`config.mk`:
```
export PLATFORM = sky130hd
export DESIGN_NAME = mdp_cfg_regs
export DESIGN_NICKNAME = d
export VERILOG_FILES = /design/src/design/mdp_pkg.sv /design/src/design/mdp_cfg_regs.sv
export SDC_FILE = /design/constraint.sdc
export NUM_CORES = 1
export LEC_CHECK = 0
export BUFFER_PORTS_ARGS = -buffer_cell sky130_fd_sc_hd__buf_2
export CAP_MARGIN = 20
export CORE_ASPECT_RATIO = 0.5
export CORE_MARGIN = 2
export CORE_UTILIZATION = 30
export CTS_BUF_LIST = sky130_fd_sc_hd__clkbuf_2 sky130_fd_sc_hd__clkbuf_4 sky130_fd_sc_hd__clkbuf_8
export DETAILED_ROUTE_END_ITERATION = 12
export SYNTH_ARGS = -nofsm -noshare
export SYNTH_HDL_FRONTEND = slang
export SYNTH_SLANG_ARGS = --single-unit
export TNS_END_PERCENT = 10
```
`constraint.sdc`:
```
create_clock -name clk -period 1.6 [get_ports clk]
set_input_delay 0.16 -clock clk [delete_from_list [all_inputs] [get_ports clk]]
set_output_delay 0.16 -clock clk [all_outputs]
set_load 0.05 [all_outputs]
```
`src/design/mdp_pkg.sv`:
```
package mdp_pkg;

  // Field widths of the pixel stream.
  localparam int COORD_BITS = 12;
  localparam int DEPTH_BITS = 24;

  // Register widths.
  localparam int CENTER_W  = 16;
  localparam int INVF_W    = 24;
  localparam int HALF_W    = INVF_W / 2;
  localparam int CFG_W     = (DEPTH_BITS > INVF_W) ? DEPTH_BITS : INVF_W;
  localparam int CFG_IDX_W = 3;

  // Datapath widths.
  localparam int PIX_W   = COORD_BITS + 4;
  localparam int MAG_W   = (PIX_W > CENTER_W) ? PIX_W : CENTER_W;
  localparam int DIFF_W  = MAG_W + 1;
  localparam int PROD_W  = MAG_W + DEPTH_BITS;
  localparam int PART_W  = PROD_W + HALF_W;
  localparam int TOTAL_W = PROD_W + INVF_W;

  // Output format: Q.44 product shifted down to Q.16, 26-bit signed result.
  localparam int FRAC_SHIFT = 28;
  localparam int XY_W       = 26;
  localparam logic [XY_W-1:0] XY_MAX = {1'b0, {(XY_W-1){1'b1}}};
  localparam logic [XY_W-1:0] XY_MIN = {1'b1, {(XY_W-1){1'b0}}};

  // Stages of the projection unit after the front stage.
  localparam int AXIS_STAGES = 4;

  // Reset values of the registers.
  localparam logic [CENTER_W-1:0]   PRINCIPAL_X_RST = CENTER_W'(5120);
  localparam logic [CENTER_W-1:0]   PRINCIPAL_Y_RST = CENTER_W'(3840);
  localparam logic [INVF_W-1:0]     INV_FOCAL_X_RST = INVF_W'(31957);
  localparam logic [INVF_W-1:0]     INV_FOCAL_Y_RST = INVF_W'(31957);
  localparam logic [DEPTH_BITS-1:0] MAX_RANGE_RST   = DEPTH_BITS'(655360);

  typedef enum logic [CFG_IDX_W-1:0] {
    REG_PRINCIPAL_X = 3'd0,
    REG_PRINCIPAL_Y = 3'd1,
    REG_INV_FOCAL_X = 3'd2,
    REG_INV_FOCAL_Y = 3'd3,
    REG_MAX_RANGE   = 3'd4
  } cfg_reg_t;

  typedef struct packed {
    logic [CENTER_W-1:0]   principal_x;
    logic [CENTER_W-1:0]   principal_y;
    logic [INVF_W-1:0]     inv_focal_x;
    logic [INVF_W-1:0]     inv_focal_y;
    logic [DEPTH_BITS-1:0] max_range;
  } cfg_t;

  // Per-pixel data leaving the front stage.
  typedef struct packed {
    logic                  valid;
    logic                  frame_end;
    logic [DEPTH_BITS-1:0] depth;
  } front_t;

  // Offset from the principal point as sign and magnitude.
  typedef struct packed {
    logic             neg;
    logic [MAG_W-1:0] mag;
  } axis_in_t;

endpackage

```
`src/design/mdp_cfg_regs.sv`:
```
module mdp_cfg_regs (
  input  logic                          clk,
  input  logic                          rst,
  input  logic                          cfg_write,
  input  logic [mdp_pkg::CFG_IDX_W-1:0] cfg_index,
  input  logic [mdp_pkg::CFG_W-1:0]     cfg_data,
  output mdp_pkg::cfg_t                 cfg
);
  import mdp_pkg::*;

  // Register file, written one register per transfer.
  always_ff @(posedge clk) begin
    if (rst) begin
      cfg.principal_x <= PRINCIPAL_X_RST;
      cfg.principal_y <= PRINCIPAL_Y_RST;
      cfg.inv_focal_x <= INV_FOCAL_X_RST;
      cfg.inv_focal_y <= INV_FOCAL_Y_RST;
      cfg.max_range   <= MAX_RANGE_RST;
    end else if (cfg_write) begin
      case (cfg_reg_t'(cfg_index))
        REG_PRINCIPAL_X: cfg.principal_x <= cfg_data[CENTER_W-1:0];
        REG_PRINCIPAL_Y: cfg.principal_y <= cfg_data[CENTER_W-1:0];
        REG_INV_FOCAL_X: cfg.inv_focal_x <= cfg_data[INVF_W-1:0];
        REG_INV_FOCAL_Y: cfg.inv_focal_y <= cfg_data[INVF_W-1:0];
        REG_MAX_RANGE:   cfg.max_range   <= cfg_data[DEPTH_BITS-1:0];
        default: begin
        end
      endcase
    end
  end

endmodule

```
==> results.md <==
* Setup-failing EPs final at 0
* Total CTS buffers at 9
* Critical path startpoint category: flop
* Power Density at 944.0 nW/um^2
* Routed len/inst at 14.11 um
* Crit path max-delay family: flip-flops
* Fin crit share at 0.7244
* RSZ-0062 raised after global routing: no
* Mapped Cells at 386
* Max Cap Viol at 0
* Reg2reg end: cfg[24]$_SDFFE_PP1P_
* CP Depth at 1
* Via density at 4.225
* Drt first pass iters at 4
* Initial Util at 0.3064
* CTS tree: yes
* WHS at 0.06598 ns
* Residual DRC at 0
* NumNets Final at 548
* Max-slew violation count at 0
* Number of global-route vias before repair at 2,962
* # clock sinks at 104
* Worst vdd ir at 0.3595 mV
* Post-CTS Setup Inserts at 0
* CTS H-Tree Depth at 3
* Row cnt at 30
* Fmax at 862.8 MHz
* Max reg flops at 104
* Worst slew margin at 0.6922
* Max stage delay on crit path at 0.35 ns
* Worst R2R Path Depth at 2
* Via count at 3,021
* First-pass GRT wire length at 15,640 um
* P_leak at 0.002580 uW
* PortBufs at 133
* Crit-path cells: buf_2
* Minimum clock period at 1.159 ns
* Buf+Inv Stages, Crit Path at 1
* Overall power at 4975 uW
* Fraction of layout cells with a size suffix above 1 at 0.3250
* Mapped Nets at 416
* Io pins at 134
* Largest net degree at the start of global routing at 54
* Total negative slack at 0 ns
* Placed cells at 699
* CP Capture Type: output pin
* GP Congestion at 0.7126
* Layout Cells excl Fill at 715
* CTS Hold Buffers Added at 0
* Largest regs: cfg x104
* Die span in y at 87.18 um
* Core ar. at 13,550 um^2
* DIE AREA at 14,850 um^2
* Post-CTS sizing at 0
* Crit path launch: cfg[24]$_SDFFE_PP1P_
* Worst path required time at 1.44 ns
* CP arrival at 1.00 ns
* Initial antenna violation count at 0
* Count of cell types in the netlist at 14
* Worst-path fanout max at 2
* CTS max path bufs at 2
* Register with the most flip-flops: cfg
* Root Buffer: clkbuf_8
* Worst reg2reg startpoint: cfg[24]$_SDFFE_PP1P_
* Worst Hold Class: primary input to flop
* Worst-skew pair later-pin latency at 0.37 ns
* Clock Skews at 0 ns
* Sequential share of the synthesized area at 0.5015
* Total Routed Length at 10,090 um
* Worst Setup EP: cfg[24]
* Initial DRC count at 78
* FF-to-FF setup slack at 0.96 ns
* Remaining antenna violation count at 0
* Worst Path Class, Setup: flop to output pin
* Antenna diodes at 0
* Outcome: complete, no violations
* Critical Path Slowest Stage Cell: dfxtp_1
* Mapped Avg Cell Area at 10.76 um^2
* Synth Cell Area at 4151 um^2
* Number of synthesis warnings at 0
* Gr ovfl total at 0
* Yosys reg bits at 104
* Clock-pin slew on the worst setup and hold paths at 0.11 ns
* Total track usage at 0.1380
* Worst-margin pin slew at 0.4617 ns
* DP Wirelength at 7230 um
* Synthesis-to-finish area growth at 26.94%
* Hold Startpoint: cfg_data[19]
* Die width at 170.4 um
* Final Hold Viols at 0
-- power by group --
part	switching, uW	internal (uW)	total [uW]
Sequential	27.2	2640	2670
Clock	937	773	1710
Combinational	396	196	593
-- logic make-up (layout without fill, tap and decap cells) --
kind of cell | after synthesis | after routing | synth area share
AND/OR/NAND/NOR | 151 | 151 | 0.2143
flip-flops | 104 | 104 | 0.5015
buffers and inverters | 27 | 164 | 0.03345
multiplexers | 104 | 104 | 0.2508
-- metrics by stage --
step	util	setup slack, ns	instance area (um^2)
after CTS	0.3889	0.4003	5270
after floorplan	-	0.5092	4151
after detailed placement	0.3739	0.3044	5066
after global placement	0.3739	0.3277	5066
after global routing	0.3889	0.3706	5270
final	0.3889	0.4410	5270
-- routing by layer --
layer | up-vias | GRT usage | share of wire
li1 | 1542 | - | -
met3 | 9 | 0.03816 | 0.036
met4 | 0 | 0.03652 | 0.0092
met5 | - | 0 | 0
met2 | 47 | 0.2454 | 0.50
met1 | 1423 | 0.1662 | 0.45
-- layout make-up --
cell class                 count  area [um^2]
tap                          192        240.2
multi-input combinational    255         1951
sequential                   104         2082
timing repair buffer         148        793.3
clock buffer                  10        137.6
fill                        1405         8280
clock inverter                 6        66.31
-- placed cells by master, fill, tap and decap left out, drive strengths merged --
master	n
and4bb	2
nor4b	1
nor2	42
clkinv	4
mux2i	104
clkbuf	10
or4b	1
nand4b	1
inv	1
nand4bb	3
buf	148
nand2b	100
bufinv	1
dfxtp	104
nor4bb	1
-- cell usage after synthesis --
cell,number,share of area
mux2i_1,104,0.25
nor4b_2,1,0.0036
nor4bb_1,1,0.0024
clkbuf_1,13,0.012
and4bb_2,2,0.0060
or4b_4,1,0.0033
nand2b_1,100,0.15
buf_6,2,0.0054
nand4bb_1,3,0.0081
dfxtp_1,104,0.50
buf_4,3,0.0054
nand4b_1,1,0.0021
nor2_1,42,0.038
buf_2,9,0.011
-- worst min path at each step --
stage	slack, ns	endpoint	depth (start not counted)
2_1_floorplan	0.32	cfg[10]$_SDFFE_PP0P_	2
3_3_place_gp	0.44	cfg[19]$_SDFFE_PP1P_	3
3_5_place_dp	0.45	cfg[17]$_SDFFE_PP1P_	3
4_1_cts	0.05	cfg[19]$_SDFFE_PP1P_	3
5_1_grt	0.04	cfg[10]$_SDFFE_PP0P_	3
6_report	0.07	cfg[19]$_SDFFE_PP1P_	3
Note: power is estimated with default switching activity, not from simulation.
