==> config.mk <==
export PLATFORM = sky130hd
export DESIGN_NAME = mdp_axis
export DESIGN_NICKNAME = d
export VERILOG_FILES = /design/src/design/mdp_pkg.sv /design/src/design/mdp_axis.sv
export SDC_FILE = /design/constraint.sdc
export NUM_CORES = 2
export LEC_CHECK = 0
export BUFFER_PORTS_ARGS = -buffer_cell sky130_fd_sc_hd__buf_2
export CAP_MARGIN = 10
export CORE_MARGIN = 4
export CORE_UTILIZATION = 50
export DETAILED_ROUTE_END_ITERATION = 10
export HOLD_SLACK_MARGIN = 0.08
export PLACE_DENSITY_LB_ADDON = 0.05
export SLEW_MARGIN = 15
export SYNTH_ARGS = -nofsm -noshare
export SYNTH_HDL_FRONTEND = slang
export SYNTH_SLANG_ARGS = --single-unit
==> constraint.sdc <==
create_clock -name clk -period 6.84 [get_ports clk]
set_input_delay 0.342 -clock clk [delete_from_list [all_inputs] [get_ports clk]]
set_output_delay 0.342 -clock clk [all_outputs]
set_load 0.01 [all_outputs]
==> src/design/mdp_pkg.sv <==
package mdp_pkg;

  // Field widths of the pixel stream.
  localparam int COORD_BITS = 12;
  localparam int DEPTH_BITS = 24;

  // Register widths.
  localparam int CENTER_W  = 16;
  localparam int INVF_W    = 24;
  localparam int HALF_W    = INVF_W / 2;
  localparam int CFG_W     = (DEPTH_BITS > INVF_W) ? DEPTH_BITS : INVF_W;
  localparam int CFG_IDX_W = 3;

  // Datapath widths.
  localparam int PIX_W   = COORD_BITS + 4;
  localparam int MAG_W   = (PIX_W > CENTER_W) ? PIX_W : CENTER_W;
  localparam int DIFF_W  = MAG_W + 1;
  localparam int PROD_W  = MAG_W + DEPTH_BITS;
  localparam int PART_W  = PROD_W + HALF_W;
  localparam int TOTAL_W = PROD_W + INVF_W;

  // Output format: Q.44 product shifted down to Q.16, 26-bit signed result.
  localparam int FRAC_SHIFT = 28;
  localparam int XY_W       = 26;
  localparam logic [XY_W-1:0] XY_MAX = {1'b0, {(XY_W-1){1'b1}}};
  localparam logic [XY_W-1:0] XY_MIN = {1'b1, {(XY_W-1){1'b0}}};

  // Stages of the projection unit after the front stage.
  localparam int AXIS_STAGES = 4;

  // Reset values of the registers.
  localparam logic [CENTER_W-1:0]   PRINCIPAL_X_RST = CENTER_W'(5120);
  localparam logic [CENTER_W-1:0]   PRINCIPAL_Y_RST = CENTER_W'(3840);
  localparam logic [INVF_W-1:0]     INV_FOCAL_X_RST = INVF_W'(31957);
  localparam logic [INVF_W-1:0]     INV_FOCAL_Y_RST = INVF_W'(31957);
  localparam logic [DEPTH_BITS-1:0] MAX_RANGE_RST   = DEPTH_BITS'(655360);

  typedef enum logic [CFG_IDX_W-1:0] {
    REG_PRINCIPAL_X = 3'd0,
    REG_PRINCIPAL_Y = 3'd1,
    REG_INV_FOCAL_X = 3'd2,
    REG_INV_FOCAL_Y = 3'd3,
    REG_MAX_RANGE   = 3'd4
  } cfg_reg_t;

  typedef struct packed {
    logic [CENTER_W-1:0]   principal_x;
    logic [CENTER_W-1:0]   principal_y;
    logic [INVF_W-1:0]     inv_focal_x;
    logic [INVF_W-1:0]     inv_focal_y;
    logic [DEPTH_BITS-1:0] max_range;
  } cfg_t;

  // Per-pixel data leaving the front stage.
  typedef struct packed {
    logic                  valid;
    logic                  frame_end;
    logic [DEPTH_BITS-1:0] depth;
  } front_t;

  // Offset from the principal point as sign and magnitude.
  typedef struct packed {
    logic             neg;
    logic [MAG_W-1:0] mag;
  } axis_in_t;

endpackage

==> src/design/mdp_axis.sv <==
module mdp_axis (
  input  logic                           clk,
  input  logic                           rst,
  input  logic                           in_valid,
  input  mdp_pkg::axis_in_t              ain,
  input  logic [mdp_pkg::DEPTH_BITS-1:0] depth,
  input  logic [mdp_pkg::INVF_W-1:0]     inv_focal,
  output logic                           out_valid,
  output logic [mdp_pkg::XY_W-1:0]       coord
);
  import mdp_pkg::*;

  localparam logic [TOTAL_W:0] ROUND_ADD = (TOTAL_W+1)'(1) << (FRAC_SHIFT - 1);
  localparam int SAT_LSB = FRAC_SHIFT + XY_W - 1;

  // Stage valid bits.
  logic v2, v3, v4;

  // Stage 2: offset times depth.
  logic              neg2;
  logic [PROD_W-1:0] prod2;
  // Stage 3: partial products with the two halves of the reciprocal.
  logic              neg3;
  logic [PART_W-1:0] part_hi3;
  logic [PART_W-1:0] part_lo3;
  // Stage 4: rounded magnitude and overflow flag.
  logic              neg4;
  logic              sat4;
  logic [XY_W-2:0]   mag4;

  logic [TOTAL_W:0]  rounded;
  logic [XY_W-1:0]   coord_next;

  // Sum of partial products with half an LSB of the Q.16 result added.
  always_comb begin
    rounded = ((TOTAL_W+1)'(part_hi3) << HALF_W) + (TOTAL_W+1)'(part_lo3) + ROUND_ADD;
  end

  // Saturate and apply the sign.
  always_comb begin
    if (sat4) begin
      coord_next = neg4 ? XY_MIN : XY_MAX;
    end else if (neg4) begin
      coord_next = -{1'b0, mag4};
    end else begin
      coord_next = {1'b0, mag4};
    end
  end

  // Valid bits travel with the data.
  always_ff @(posedge clk) begin
    if (rst) begin
      v2        <= 1'b0;
      v3        <= 1'b0;
      v4        <= 1'b0;
      out_valid <= 1'b0;
    end else begin
      v2        <= in_valid;
      v3        <= v2;
      v4        <= v3;
      out_valid <= v4;
    end
  end

  // Datapath registers.
  always_ff @(posedge clk) begin
    neg2     <= ain.neg;
    prod2    <= PROD_W'(ain.mag) * PROD_W'(depth);
    neg3     <= neg2;
    part_hi3 <= PART_W'(prod2) * PART_W'(inv_focal[INVF_W-1:HALF_W]);
    part_lo3 <= PART_W'(prod2) * PART_W'(inv_focal[HALF_W-1:0]);
    neg4     <= neg3;
    sat4     <= |rounded[TOTAL_W:SAT_LSB];
    mag4     <= rounded[SAT_LSB-1:FRAC_SHIFT];
    coord    <= coord_next;
  end

endmodule

==> metrics.txt <==
Yosys reg bits=191; CP endpoint kind=flip-flop; Synthesis Warnings=0; IO buf count=94; post-synthesis sequential area ratio=7.93%; Die X-Extent=319 um; startpoint class of the critical path=flip-flop; kind of critical path=reg2reg; CP Cell Sequence=buf_4, nand2_1, fa_1, inv_1, fa_1, fa_1, fa_1, inv_1, fa_1, inv_1, ha_1, a21o_1, a21o_1, a21oi_1, a21oi_1, o31ai_2, o311ai_1, a31o_2, a21oi_1, nor2b_1, a221oi_1, xnor2_1; CTS tree=yes; layout cells sized above 1=5.88%; final setup fails=0; antenna violations before repair=5; number of flops mapped to enable cells by yosys=0; Synth top cells by count=inv_1, fa_1, nand2_1, and2_1, ha_1; Routed Antenna Nets=0; unrepaired setup endpoints after global routing=no; first-pass GRT wire length=200,000 um; Async SR Flop Fraction=0%; top-count cell post-synth=inv_1; post-synth top area share=44.2%; total nets after synthesis=7,010; Clock Path Buffers=2; Die Area=0.102 mm2; first drt pass iteration count=5; status=complete, no violations; number of global-route vias before repair=37,800; setup tns final=0 ps; final hold viol count=0; CP max stage cell=fa_1; gpl congestion=0.864; fin crit share=95.2%; total CTS buffers=17; FILL cells=9,061; Area growth syn-to-layout=6.48%; clock-pin slew on the worst setup and hold paths=90 ps; Initial Util=50.6%; Multi-input gate area=0.0389 mm2; Final WS setup=330 ps; Final min period=6510 ps; clock sinks=191; peak per-stage delay on the critical path=550 ps; DRC=0; Arr. time, crit path=6950 ps; via count=35,000; Yosys top cell by area=fa_1; syn_area_per_cell=8.75 um2; Core ar.=0.0953 mm2; total wire length=120,000 um; largest net degree at the start of global routing=45; HPWL Detailed=100,000 um; num ports=95; worst hold path class=in2reg; Total GRT Usage=24.4%; final core occ=53.9%; drt via density=5.16; post-DR wirelength/cell=17.7 um; initial DRC count=1,735; Slew headroom=36.2%; H-tree depth=4; Max Clk Rate=154 MHz; CTS resizes=0; worst hold slack=306 ps; Syn Std Cell Area=0.0482 mm2; Netlist cell types=71; Setup Skew=25.0 ps; max cap viols=0; num rows=113; Syn Inst Count=5,510; Layout Nets=7,018; worst path required time=7280 ps; grt ovf=0; CTS Root Cell=clkbuf_16; max-slew violations=0; Setup WS pre-CTS=91.0 ps; clock latency at the later pin of the worst-skew pair=510 ps; crit path max fanout=12; ys flop type=dfxtp_1; Register Area=0.00382 mm2; cell mode on critical path=fa_1; Die Ht=319 um; ranking of synthesized cells by area=fa_1, ha_1, inv_1; Least-Margin Pin Slew=954 ps
==> logic make-up after synthesis <==
family | count (synthesis) | synth area share (%)
adders and majority gates | 1432 | 53.7
AOI/OAI and AO/OA | 504 | 6.79
and+or+nand+nor | 1756 | 17.2
DFF | 191 | 7.93
buffers and inverters | 1469 | 11.4
xor gates and xnor gates | 152 | 2.76
muxes | 6 | 0.130
==> final cells by class <==
class	instances	share of cell area, %
Clock inverter	14	0.346
Inverter	1188	8.68
Antenna cell	1	0.00487
Clock buffer	18	0.855
Sequential cell	191	7.44
Timing Repair Buffer	270	3.87
Multi-Input combinational cell	3850	75.7
Tap cell	1265	3.08
==> critical path: cells and delay by family, from the launching register on <==
kind            cells  cell delay (ps)
xor+xnor            1              160
simple gates        2              190
compound gates      9             2240
buf+inv             4              450
fa+ha+maj           6             2860
flops               1              530
==> registers in the layout, indices dropped and copies added, names as in the netlist <==
| register | cells |
|---|---|
| out_valid | 1 |
| sat4 | 1 |
| v4 | 1 |
| part_hi3 | 52 |
| v2 | 1 |
| part_lo3 | 40 |
| coord | 26 |
| mag4 | 25 |
| neg2 | 1 |
| v3 | 1 |
| neg3 | 1 |
| prod2 | 40 |
| neg4 | 1 |
==> through the flow <==
step | cells | area (um2)
after detailed placement | 6761 | 50700
after floorplan | 5510 | 48200
after global placement | 6761 | 50700
after global routing | 6796 | 51400
final | 6797 | 51400
after CTS | 6796 | 51400
==> path summary, 6_finish.rpt <==
check	startpoint	endpoint	slack (ps)	cells past startpoint
setup / recovery	prod2[8]$_DFF_P_	part_hi3[48]$_DFF_P_	330	22
setup reg to reg	prod2[8]$_DFF_P_	part_hi3[48]$_DFF_P_	330	22
hold / removal	depth[0]	prod2[0]$_DFF_P_	310	2
hold reg to reg	neg2$_DFF_P_	neg3$_DFF_P_	330	0
==> layer usage <==
metal,wire [um],GRT usage [%],up-vias,part of all wire (%)
met1,56700,35.4,17800,47
met2,56100,40.1,784,47
li1,-,-,16400,-
met3,5760,3.07,94,4.8
met5,7,0,-,0.0058
met4,1630,4.60,2,1.4
==> placed cells by master, fill, tap and decap left out, types with 5 or more instances in the layout <==
cell       netlist  layout
nand2b_1        19      19
nand4_1         33      33
o21ai_0         71      71
o22ai_1         10      10
o21ai_1          9       9
inv_1         1188    1188
a21oi_1        165     165
o211ai_1         5       5
nor3b_1          7       7
o31ai_1         10      10
a31oi_1         17      17
o31ai_2          5       5
a221oi_1         6       6
a21o_1         104     104
and3_1          14      14
xnor2_1         95      95
ha_1           367     367
nand3_1         28      28
buf_12           0      15
clkbuf_16        0      17
buf_2            5      94
nor2b_1         28      28
o21a_1          14      14
nor2_1         121     121
o21bai_1        21      21
clkinv_8         0       5
nor3_1          32      32
dfxtp_1        191     191
a211oi_1        12      12
and4_1           5       5
nand2_1        938     938
and2_1         501     501
fa_1          1065    1065
a221o_1          5       5
or3_1           10      10
buf_4            0     158
xor2_1          57      57
==> what timing repair did <==
action | 4_1_cts | 5_1_grt
hold endpoints to repair | 5 | 0
hold buffers | 3 | 0
setup buffers | 0 | 0
Power is not shown: default switching activity piles up to over one toggle a cycle in this logic, so the estimate is an artifact.
