--- src/design/mdp_pkg.sv ---
package mdp_pkg;

  // Field widths of the pixel stream.
  localparam int COORD_BITS = 12;
  localparam int DEPTH_BITS = 24;

  // Register widths.
  localparam int CENTER_W  = 16;
  localparam int INVF_W    = 24;
  localparam int HALF_W    = INVF_W / 2;
  localparam int CFG_W     = (DEPTH_BITS > INVF_W) ? DEPTH_BITS : INVF_W;
  localparam int CFG_IDX_W = 3;

  // Datapath widths.
  localparam int PIX_W   = COORD_BITS + 4;
  localparam int MAG_W   = (PIX_W > CENTER_W) ? PIX_W : CENTER_W;
  localparam int DIFF_W  = MAG_W + 1;
  localparam int PROD_W  = MAG_W + DEPTH_BITS;
  localparam int PART_W  = PROD_W + HALF_W;
  localparam int TOTAL_W = PROD_W + INVF_W;

  // Output format: Q.44 product shifted down to Q.16, 26-bit signed result.
  localparam int FRAC_SHIFT = 28;
  localparam int XY_W       = 26;
  localparam logic [XY_W-1:0] XY_MAX = {1'b0, {(XY_W-1){1'b1}}};
  localparam logic [XY_W-1:0] XY_MIN = {1'b1, {(XY_W-1){1'b0}}};

  // Stages of the projection unit after the front stage.
  localparam int AXIS_STAGES = 4;

  // Reset values of the registers.
  localparam logic [CENTER_W-1:0]   PRINCIPAL_X_RST = CENTER_W'(5120);
  localparam logic [CENTER_W-1:0]   PRINCIPAL_Y_RST = CENTER_W'(3840);
  localparam logic [INVF_W-1:0]     INV_FOCAL_X_RST = INVF_W'(31957);
  localparam logic [INVF_W-1:0]     INV_FOCAL_Y_RST = INVF_W'(31957);
  localparam logic [DEPTH_BITS-1:0] MAX_RANGE_RST   = DEPTH_BITS'(655360);

  typedef enum logic [CFG_IDX_W-1:0] {
    REG_PRINCIPAL_X = 3'd0,
    REG_PRINCIPAL_Y = 3'd1,
    REG_INV_FOCAL_X = 3'd2,
    REG_INV_FOCAL_Y = 3'd3,
    REG_MAX_RANGE   = 3'd4
  } cfg_reg_t;

  typedef struct packed {
    logic [CENTER_W-1:0]   principal_x;
    logic [CENTER_W-1:0]   principal_y;
    logic [INVF_W-1:0]     inv_focal_x;
    logic [INVF_W-1:0]     inv_focal_y;
    logic [DEPTH_BITS-1:0] max_range;
  } cfg_t;

  // Per-pixel data leaving the front stage.
  typedef struct packed {
    logic                  valid;
    logic                  frame_end;
    logic [DEPTH_BITS-1:0] depth;
  } front_t;

  // Offset from the principal point as sign and magnitude.
  typedef struct packed {
    logic             neg;
    logic [MAG_W-1:0] mag;
  } axis_in_t;

endpackage

--- src/design/mdp_front.sv ---
module mdp_front (
  input  logic                           clk,
  input  logic                           rst,
  input  logic                           accept,
  input  logic [mdp_pkg::DEPTH_BITS-1:0] depth_sample,
  input  logic                           depth_not_finite,
  input  logic [7:0]                     mask_byte,
  input  logic [mdp_pkg::COORD_BITS-1:0] column,
  input  logic [mdp_pkg::COORD_BITS-1:0] row,
  input  logic                           frame_end_in,
  input  mdp_pkg::cfg_t                  cfg,
  output mdp_pkg::front_t                front,
  output mdp_pkg::axis_in_t              x_in,
  output mdp_pkg::axis_in_t              y_in
);
  import mdp_pkg::*;

  logic [DEPTH_BITS-1:0] depth_eff;
  axis_in_t              x_off;
  axis_in_t              y_off;

  // Pixel position in Q.4 minus the principal point, as sign and magnitude.
  function automatic axis_in_t offset(input logic [COORD_BITS-1:0] pix,
                                      input logic [CENTER_W-1:0]   center);
    logic [DIFF_W-1:0] diff;
    axis_in_t          res;
    diff    = DIFF_W'({pix, 4'b0000}) - DIFF_W'(center);
    res.neg = diff[DIFF_W-1];
    res.mag = res.neg ? MAG_W'(-diff) : diff[MAG_W-1:0];
    return res;
  endfunction

  // A masked pixel has zero depth; otherwise invalid or far depths clamp.
  always_comb begin
    if (mask_byte == 8'd0) begin
      depth_eff = '0;
    end else if (depth_not_finite || (depth_sample > cfg.max_range)) begin
      depth_eff = cfg.max_range;
    end else begin
      depth_eff = depth_sample;
    end
    x_off = offset(column, cfg.principal_x);
    y_off = offset(row, cfg.principal_y);
  end

  // Front stage registers; only the valid bit is reset.
  always_ff @(posedge clk) begin
    if (rst) begin
      front.valid <= 1'b0;
    end else begin
      front.valid <= accept;
    end
    front.frame_end <= frame_end_in;
    front.depth     <= depth_eff;
    x_in            <= x_off;
    y_in            <= y_off;
  end

endmodule

--- config.mk ---
export PLATFORM = sky130hd
export DESIGN_NAME = mdp_front
export DESIGN_NICKNAME = d
export VERILOG_FILES = /design/src/design/mdp_pkg.sv /design/src/design/mdp_front.sv
export SDC_FILE = /design/constraint.sdc
export NUM_CORES = 1
export LEC_CHECK = 0
export BUFFER_PORTS_ARGS = -buffer_cell sky130_fd_sc_hd__buf_2
export CAP_MARGIN = 30
export CORE_UTILIZATION = 40
export CTS_CLUSTER_DIAMETER = 30
export DETAILED_ROUTE_END_ITERATION = 16
export GPL_TIMING_DRIVEN = 0
export PLACE_DENSITY = 0.75
export SLEW_MARGIN = 25
export SYNTH_ARGS = -nofsm -noshare
export SYNTH_HDL_FRONTEND = slang
export SYNTH_SLANG_ARGS = --single-unit
export TNS_END_PERCENT = 10
--- constraint.sdc ---
create_clock -name clk -period 2.5 [get_ports clk]
set_clock_uncertainty 0.1 [all_clocks]
set_input_delay 0.125 -clock clk [delete_from_list [all_inputs] [get_ports clk]]
set_output_delay 0.125 -clock clk [all_outputs]
set_load 0.05 [all_outputs]
==> results of run 1 <==
sequential cells by signal, summed over array words and instances, names as in the netlist:
| signal | flops |
|---|---|
| x_in | 17 |
| front | 26 |
| y_in | 17 |
stage by stage:
stage               total power [W]  std cells  instance area [sq um]  hold slack (ns)  utilization
floorplan                  0.002595        493                   4273          0.05272            -
finish                     0.004064        878                   6241         0.008048       0.6045
CTS                        0.004004        874                   6076        0.0001287       0.5885
global route               0.004260        878                   6241         0.004316       0.6045
global placement           0.003013        805                   5324           0.1290       0.5157
detailed placement         0.003050        805                   5324           0.1332       0.5157
area by class of cell:
type                            instances  area [sq um]
Sequential cell                        60          1201
Clock buffer                           12         155.1
Multi-Input combinational cell        361          2913
Clock inverter                          2         35.03
Timing Repair Buffer                  238          1480
Buffer                                  8         57.56
Tap cell                              136         170.2
Fill cell                             845          4083
Inverter                               61         229.0
how the worst max path moves through the flow:
stage | from | to | slack, ns
floorplan | cfg[95] | x_in[15]$_DFF_P_ | -0.13
global placement | column[3] | x_in[10]$_DFF_P_ | -0.48
detailed placement | column[3] | x_in[10]$_DFF_P_ | -0.57
CTS | column[3] | x_in[15]$_DFF_P_ | -0.03
global route | cfg[92] | x_in[15]$_DFF_P_ | -0.06
finish | cfg[95] | x_in[15]$_DFF_P_ | -0.006
per-layer routing:
| layer | routed length (um) | vias to the layer above | GRT usage |
|---|---|---|---|
| met5 | 0 | - | 0 |
| met4 | 403 | 0 | 0.09457 |
| met3 | 826 | 33 | 0.06363 |
| met2 | 6524 | 180 | 0.4172 |
| met1 | 5117 | 2026 | 0.2426 |
| li1 | - | 2197 | - |
kinds of logic after synthesis:
| kind of cell | after synthesis | synth area share |
|---|---|---|
| AOI/OAI and AO/OA | 99 | 0.1662 |
| buffers and inverters | 72 | 0.06826 |
| DFF | 60 | 0.2824 |
| and+or+nand+nor | 130 | 0.1592 |
| xor gates and xnor gates | 55 | 0.1133 |
| muxes | 27 | 0.06355 |
| adders and majority gates | 50 | 0.1471 |
cell usage in the layout, fill, tap and decap left out, drive strengths merged, types with 11 or more instances in the layout:
master       instances
mux2i               27
a21oi               19
nor2                52
a21o                15
dlygate4sd3         52
clkbuf              16
dfxtp               60
nor3                11
xnor2               38
nand2               13
buf                190
o21ai               17
inv                 61
ha                  50
xor2                17
power groups by stage:
stage	registers [W]	clock network, W	logic (W)
after floorplan	0.00194	0	0.000653
after global placement	0.00123	0	0.00178
after detailed placement	0.00123	0	0.00182
after CTS	0.00121	0.000890	0.00190
after global routing	0.00123	0.000937	0.00210
final	0.00121	0.000875	0.00198
timing repair:
| action | CTS | global route |
|---|---|---|
| setup buffers | 3 | 7 |
| endpoints found under the hold margin | 31 | 0 |
| endpoints found under the setup margin | 37 | 40 |
| resized for setup | 5 | 28 |
| cloned | 0 | 0 |
| hold buffers | 52 | 0 |
| pin swaps | 3 | 7 |
critical path, delay by kind of cell:
kind | cells | cell delay (ns)
simple gates | 5 | 1.49
fa+ha+maj | 1 | 0.20
compound gates | 3 | 0.45
xor+xnor | 1 | 0.14
buf+inv | 3 | 0.29
==> run metrics, run 1 <==
worst hold path class in2reg; top post-synthesis cells by area dfxtp_1, ha_1, xnor2_1; max-cap viol count 0; clock share of power 0.215; Routed WL 12870 um; total grt overflow 0; minimum clock period 2.506 ns; VDD IR-drop max 358.6 uV; pin count of the biggest net entering global routing 11; yosys warns 0; status finished, violations left; Die ar. 11050 sq um; asr flop ratio synth 0; switching pwr 0.001746 W; Max Clk Rate 399.0 MHz; H-tree depth 3; failing checks setup timing; Die Wd 105.1 um; Cell Rows 37; CTS tree built; PwrDens 651.2 nW/um^2; initial antenna violation count 0; Largest stage delay, worst path 0.36 ns; Post-Syn Area 4253 sq um; Yosys top cell by area dfxtp_1; CP cell instances buf_2 > inv_1 > ha_4 > buf_6 > a21o_1 > or3_1 > or3_4 > o311ai_4 > nand4b_1 > or2_1 > or3_4 > o31ai_4 > xnor2_1; Nets 954; hpwl dp 8867 um; Num CTS Buffers 9; crit path capture type flop; IO buf count 176; crit share post-route 1.003; layout cell share with drive strength beyond 1 0.3208; post-synth top area share 0.2824; CP most frequent cell or3_4; DRC Markers 0; critical path peak fanout 4; area delta synth->final 46.75%; EDFF count, synth 0; kind of critical path in2reg; vias in the first global route 4371; Synth cell types 59; Critical Path RT 2.68 ns; Final Hold Vio Count 0; Sequential Power Share 0.298; Worst-path clk slew 0.06 ns; Initial Util 0.4120; CTS Sinks 60; prevailing post-synth register cell dfxtp_1; top-count cell post-synth inv_1; Int Power 0.002318 W; hold endpoint front[15]$_SDFF_PN0_; Sw Share 0.4296; Gate Count Post-Synth 493; wire per inst 14.66 um; Yosys reg bits 60; startpoint class of the critical path input port; clk root buf clkbuf_8; top post-synthesis cells by count inv_1, dfxtp_1, nor2_1; syn nets 708; Final setup viols 1; first-pass GRT wire length 19840 um; Final Max Tran Viols 0; Ports 225; slowest cell on the critical path or3_4; setup TNS -0.006371 ns; Vias 4436; fin worst setup slack -0.006371 ns; Global Route Usage Sum 0.2272; Core Box Area 10320 sq um; WP data arrival 2.68 ns; static leakage 3.149 nW; Slew HR 0.6759; clk buf depth 2; Seq/Total Area, Yosys 0.2824; Die H 105.1 um; GP Congestion 0.8841; Inserted Diodes 0; Comb pwr share 0.487; vias per cell 5.052; Pre-antenna DRT Iters 4; Hold Crit Start cfg[15]; pin slew with the least headroom to its limit 0.4827 ns; Avg Inst Size Synth 8.626 sq um; RSZ-0062 raised after global routing true; initial DRC count 223; Worst Hold Depth 3; pre-CTS setup slack -0.5685 ns; Routed Antenna Nets 0
Power figures use the tool's default switching activity.
==> run 2: changes to the inputs <==
Settings changed: SETUP_SLACK_MARGIN set to 0.15.
==> run metrics, run 2 (same netlist as run 1, synthesis figures left out) <==
switching pwr 0.001809 W (+3.6%); Final Non-Filler Cells 903 (+2.8%); Slew HR 0.6777 (+0.001781); Routed WL 13450 um (+4.5%); Num CTS Buffers 9 (unchanged); Hold Crit Start cfg[13]; startpoint class of the critical path input port; largest registers front (26), x_in (17), y_in (17); layout cell share with drive strength beyond 1 0.3664 (+0.04561); H-tree depth 3 (unchanged); slowest cell on the critical path dlygate4sd3_1; Pre-antenna DRT Iters 4 (unchanged); Global Route Usage Sum 0.2329 (+0.005646); Routed Antenna Nets 0 (unchanged); IO buf count 176 (unchanged); Final Hold Vio Count 1 (+1); Sequential Power Share 0.277 (-0.021); cell count after placement 805 (unchanged); clk buf depth 2 (unchanged); CTS tree built; critical path peak fanout 10 (+6); Core Util, Final 0.6480 (+0.04351); Int Power 0.002578 W (+11%); vias per cell 5.135 (+1.6%); commonest non-fill, non-tap cell in the layout buf_2; CTS Sinks 60 (unchanged); Critical Path RT 2.60 ns (-0.08 ns); crit path capture type flop; worst hold path class in2reg; Ports 225 (unchanged); pin count of the biggest net entering global routing 11 (unchanged); pin slew with the least headroom to its limit 0.4800 ns (-0.002653 ns); kind of critical path in2reg; Sw Share 0.4123 (-0.01723); vias in the first global route 4521 (+3.4%); RSZ-0062 raised after global routing true; GP Congestion 0.8966 (+1.4%); CP cell instances dlygate4sd3_1 > buf_2 > inv_1 > ha_4 > nand4_1 > nor4_4 > a31oi_1 > nor3_4 > buf_4 > buf_6 > mux2i_1 > nor2_1; Initial Util 0.4120 (unchanged); Biggest register front; Worst-path clk slew 0.08 ns (+0.02 ns); Nets 978 (+2.5%); Core Box Area 10320 sq um (unchanged); initial DRC count 170 (-24%); clk root buf clkbuf_8; status finished, violations left; Largest stage delay, worst path 0.54 ns (+0.18 ns); Tot Pwr 0.004387 W (+7.9%); VDD IR-drop max 365.6 uV (+2.0%); Worst Hold Depth 3 (unchanged); Inserted Diodes 0 (unchanged); Final Max Tran Viols 0 (unchanged); Comb pwr share 0.478 (-0.009); total grt overflow 0 (unchanged); initial antenna violation count 0 (unchanged); Die Wd 105.1 um (unchanged); CP startpoint cfg[3]; area delta synth->final 57.31%; max-cap viol count 0 (unchanged); max reg flops 26 (unchanged); Final setup viols 0 (-1); clock share of power 0.246 (+0.031); hpwl dp 8973 um (+1.2%); Die H 105.1 um (unchanged); Cell Rows 37 (unchanged); PwrDens 655.7 nW/um^2 (+0.69%); WP data arrival 2.56 ns (-0.12 ns); static leakage 3.341 nW (+6.1%); minimum clock period 2.459 ns (-0.04782 ns); hold endpoint front[13]$_SDFF_PN0_; DRC Markers 0 (unchanged); Die ar. 11050 sq um (unchanged); Min Hold Slack -0.0006645 ns (-0.008713 ns); crit share post-route 0.9834 (-0.01913); most frequent cells in the layout buf_2, dfxtp_1, inv_1; Max Clk Rate 406.7 MHz (+1.9%); failing checks hold timing; first-pass GRT wire length 20480 um (+3.2%); Vias 4637 (+4.5%); wire per inst 14.90 um (+1.6%)
[run 2: worst max-delay path, delay by kind of cell]
| family | cells | cell delay [ns] |
|---|---|---|
| buffers and inverters | 5 | 1.05 |
| adder cells (fa/ha/maj) | 1 | 0.27 |
| AND/OR/NAND/NOR | 4 | 0.73 |
| AO/OA/AOI/OAI | 1 | 0.15 |
| multiplexers | 1 | 0.24 |
[run 2: per-stage QoR]
step	hold WS [ns]	worst slack (ns)	TNS, ns	cell area [sq um]
after floorplan	0.05272	-0.1278	-0.8820	4332
after global placement	0.1272	-0.4936	-18.84	5383
after detailed placement	0.1317	-0.5515	-20.99	5383
after CTS	0.005474	0.06058	0	6302
after global routing	0.03580	-0.01350	-0.01350	6690
final	-0.0006645	0.04145	0	6690
[run 2: final cells by class]
cell class	count	area [sq um]
Fill cell	777	3633
Multi-Input combinational cell	361	3055
Timing Repair Buffer	259	1674
Sequential cell	60	1201
Inverter	61	244.0
Tap cell	136	170.2
Clock buffer	10	137.6
Buffer	11	107.6
Clock inverter	5	100.1
[run 2: power by group through the flow]
stage	Clock, W	Sequential (W)	Combinational [W]
5_1_grt	0.00114	0.00123	0.00222
3_3_place_gp	0	0.00123	0.00180
4_1_cts	0.00109	0.00121	0.00195
2_1_floorplan	0	0.00194	0.000666
3_5_place_dp	0	0.00123	0.00183
6_report	0.00108	0.00121	0.00210
[run 2: worst max path at each step]
stage,to,slack (ns)
6_report,front[12]$_SDFF_PN0_,0.04
3_3_place_gp,x_in[12]$_DFF_P_,-0.49
3_5_place_dp,x_in[12]$_DFF_P_,-0.55
4_1_cts,y_in[15]$_DFF_P_,0.06
2_1_floorplan,x_in[15]$_DFF_P_,-0.13
5_1_grt,front[22]$_SDFF_PN0_,-0.01
[run 2: layer usage]
metal / routed length, um / share of wire / vias up / global-route usage
met5: 0 / 0 / - / 0
met4: 405 / 0.030 / 0 / 0.09256
met3: 979 / 0.073 / 33 / 0.06363
met2: 7096 / 0.53 / 208 / 0.4574
met1: 4973 / 0.37 / 2146 / 0.2272
li1: - / - / 2250 / -
[run 2: timing repair]
| item | in CTS | in global routing |
|---|---|---|
| setup endpoints to repair | 46 | 51 |
| gates resized for setup | 14 | 57 |
| hold endpoints to repair | 31 | 0 |
| pin swaps | 10 | 31 |
| hold buffers | 55 | 0 |
| setup buffers | 9 | 17 |
| cloned | 1 | 1 |
==> run 3: changes to the inputs <==
Settings changed: CORE_ASPECT_RATIO set to 1.75, SLEW_MARGIN 25 to not set.
==> run metrics, run 3 (same netlist as run 1, synthesis figures left out) <==
status finished, final reports clean; kind of critical path in2reg; Sequential Power Share 0.275 (-0.002); IO buf count 176 (unchanged); PwrDens 671.7 nW/um^2 (+2.4%); Initial Util 0.4129 (+0.0009508); Core Box Area 10300 sq um (-0.23%); worst hold path class in2reg; Comb pwr share 0.463 (-0.015); startpoint class of the critical path input port; Final setup viols 0 (unchanged); total grt overflow 0 (unchanged); initial DRC count 129 (-24%); layout cell share with drive strength beyond 1 0.3391 (-0.02727); Nets 962 (-1.6%); DRC Markers 0 (unchanged); first-pass GRT wire length 21220 um (+3.6%); CTS tree built; max-cap viol count 0 (unchanged); GR peak layer met2; minimum clock period 2.426 ns (-0.03302 ns); Sw Share 0.4194 (+0.007036); Vias 4526 (-2.4%); CP most frequent cell or3_1; pin slew with the least headroom to its limit 0.5256 ns (+0.04562 ns); switching pwr 0.001843 W (+1.9%); Global Route Usage Sum 0.2458 (+0.01287); Ports 225 (unchanged); Routed Antenna Nets 0 (unchanged); setup TNS 0 ns (unchanged); CTS Sinks 60 (unchanged); multi-input logic area 3015 sq um (-1.3%); most frequent cells in the layout buf_2, dfxtp_1, inv_1; CP cell instances buf_2 > inv_1 > ha_4 > a21o_4 > or3_1 > or3_1 > o311ai_2 > nand4b_1 > or2_4 > or3_4 > o31ai_4 > xnor2_1; H-tree depth 3 (unchanged); Core Util, Final 0.6353 (-0.01272); Final Max Tran Viols 0 (unchanged); Cell Rows 49 (+32%); Die H 138.4 um (+32%); VDD IR-drop max 513.9 uV (+41%); vias in the first global route 4790 (+6.0%); max reg flops 26 (unchanged); commonest non-fill, non-tap cell in the layout buf_2; Slew HR 0.6477 (-0.03002); Routed WL 13110 um (-2.5%); crit share post-route 0.9702 (-0.01321); Final Hold Vio Count 0 (-1); Max Clk Rate 412.3 MHz (+1.4%); GR Util met2 0.4453 (-0.01208); pre-CTS setup slack -0.4839 ns (+0.06764 ns); Min Hold Slack 0.01421 ns (+0.01487 ns); vias per cell 5.149 (+0.27%); Die Wd 79.95 um (-24%); Critical Path RT 2.61 ns (about the same); static leakage 3.252 nW (-2.7%); pin count of the biggest net entering global routing 11 (unchanged); Largest stage delay, worst path 0.35 ns (-0.19 ns); Pre-antenna DRT Iters 5 (+1); met1 Use GR 0.2224 (-0.004703); wire per inst 14.92 um (+0.13%); slowest cell on the critical path or3_4; Num CTS Buffers 9 (unchanged); FF+latch area 1201 sq um (unchanged); Biggest register front; crit path capture type flop; clock share of power 0.262 (+0.016); initial antenna violation count 0 (unchanged); hpwl dp 9279 um (+3.4%); critical path peak fanout 5 (-5); Die ar. 11060 sq um (+0.15%); clk buf depth 2 (unchanged); Worst-path clk slew 0.06 ns (-0.02 ns); WP data arrival 2.54 ns (-0.02 ns); fin worst setup slack 0.07447 ns (+0.03302 ns); RSZ-0062 raised after global routing true; largest registers front (26), x_in (17), y_in (17); Int Power 0.002552 W (-1.0%); Inserted Diodes 0 (unchanged); area delta synth->final 53.87%; fillers 779 (+0.26%); clk root buf clkbuf_16; met3 Track Usage GR 0.07525 (+0.01162); GP Congestion 0.8085 (-9.8%)
run 3: cell count changes in the layout (fill, tap and decap cells not counted), moves of 3 or more:
cell	previous run	this run
buf_6	11	6
o21ai_2	0	3
clkbuf_8	11	2
ha_1	40	43
o21ai_0	15	10
buf_4	26	12
clkbuf_16	0	9
bufinv_16	3	0
run 3: through the flow:
stage | std cells | power (W) | area, sq um
after floorplan | 493 | 0.002608 | 4332
after CTS | 875 | 0.004328 | 6314
after global routing | 879 | 0.004609 | 6544
final | 879 | 0.004395 | 6544
after global placement | 796 | 0.003026 | 5371
after detailed placement | 796 | 0.003059 | 5371
run 3: path summary, 6_finish.rpt:
kind,from,to,slack (ns),cells after the start
setup / recovery,cfg[97],x_in[15]$_DFF_P_,0.07,12
hold / removal,cfg[72],y_in[1]$_DFF_P_,0.01,3
run 3: timing repair:
| item | 4_1_cts | 5_1_grt |
|---|---|---|
| endpoints found under the setup margin | 45 | 47 |
| pin swaps | 8 | 17 |
| resized for setup | 11 | 53 |
| hold buffers | 56 | 0 |
| gates cloned | 1 | 0 |
| hold endpoints to repair | 30 | 0 |
| setup buffers | 6 | 4 |
run 3: layout make-up:
| type | count | area share |
|---|---|---|
| Multi-Input combinational cell | 361 | 0.4608 |
| Timing Repair Buffer | 243 | 0.2382 |
| Sequential cell | 60 | 0.1836 |
| Clock buffer | 12 | 0.03767 |
| Inverter | 61 | 0.03728 |
| Tap cell | 127 | 0.02428 |
| Buffer | 11 | 0.01434 |
| Clock inverter | 4 | 0.003824 |
run 3: layer usage:
metal,vias to the layer above,part of all wire
li1,2218,-
met1,2054,0.34
met2,196,0.53
met3,58,0.073
met4,0,0.057
met5,-,0
run 3: worst max-delay path: cells and delay by family:
family                     cells  cell delay [ns]
xor gates and xnor gates       1             0.09
AOI/OAI and AO/OA              3             0.47
and+or+nand+nor                5             1.44
adders and majority gates      1             0.22
buffers and inverters          2             0.18
run 3: power by group through the flow:
stage / logic, W / clock network (W) / registers, W
after floorplan: 0.000666 / 0 / 0.00194
after global placement: 0.00180 / 0 / 0.00123
after detailed placement: 0.00183 / 0 / 0.00123
after CTS: 0.00195 / 0.00117 / 0.00121
after global routing: 0.00217 / 0.00121 / 0.00123
final: 0.00203 / 0.00115 / 0.00121
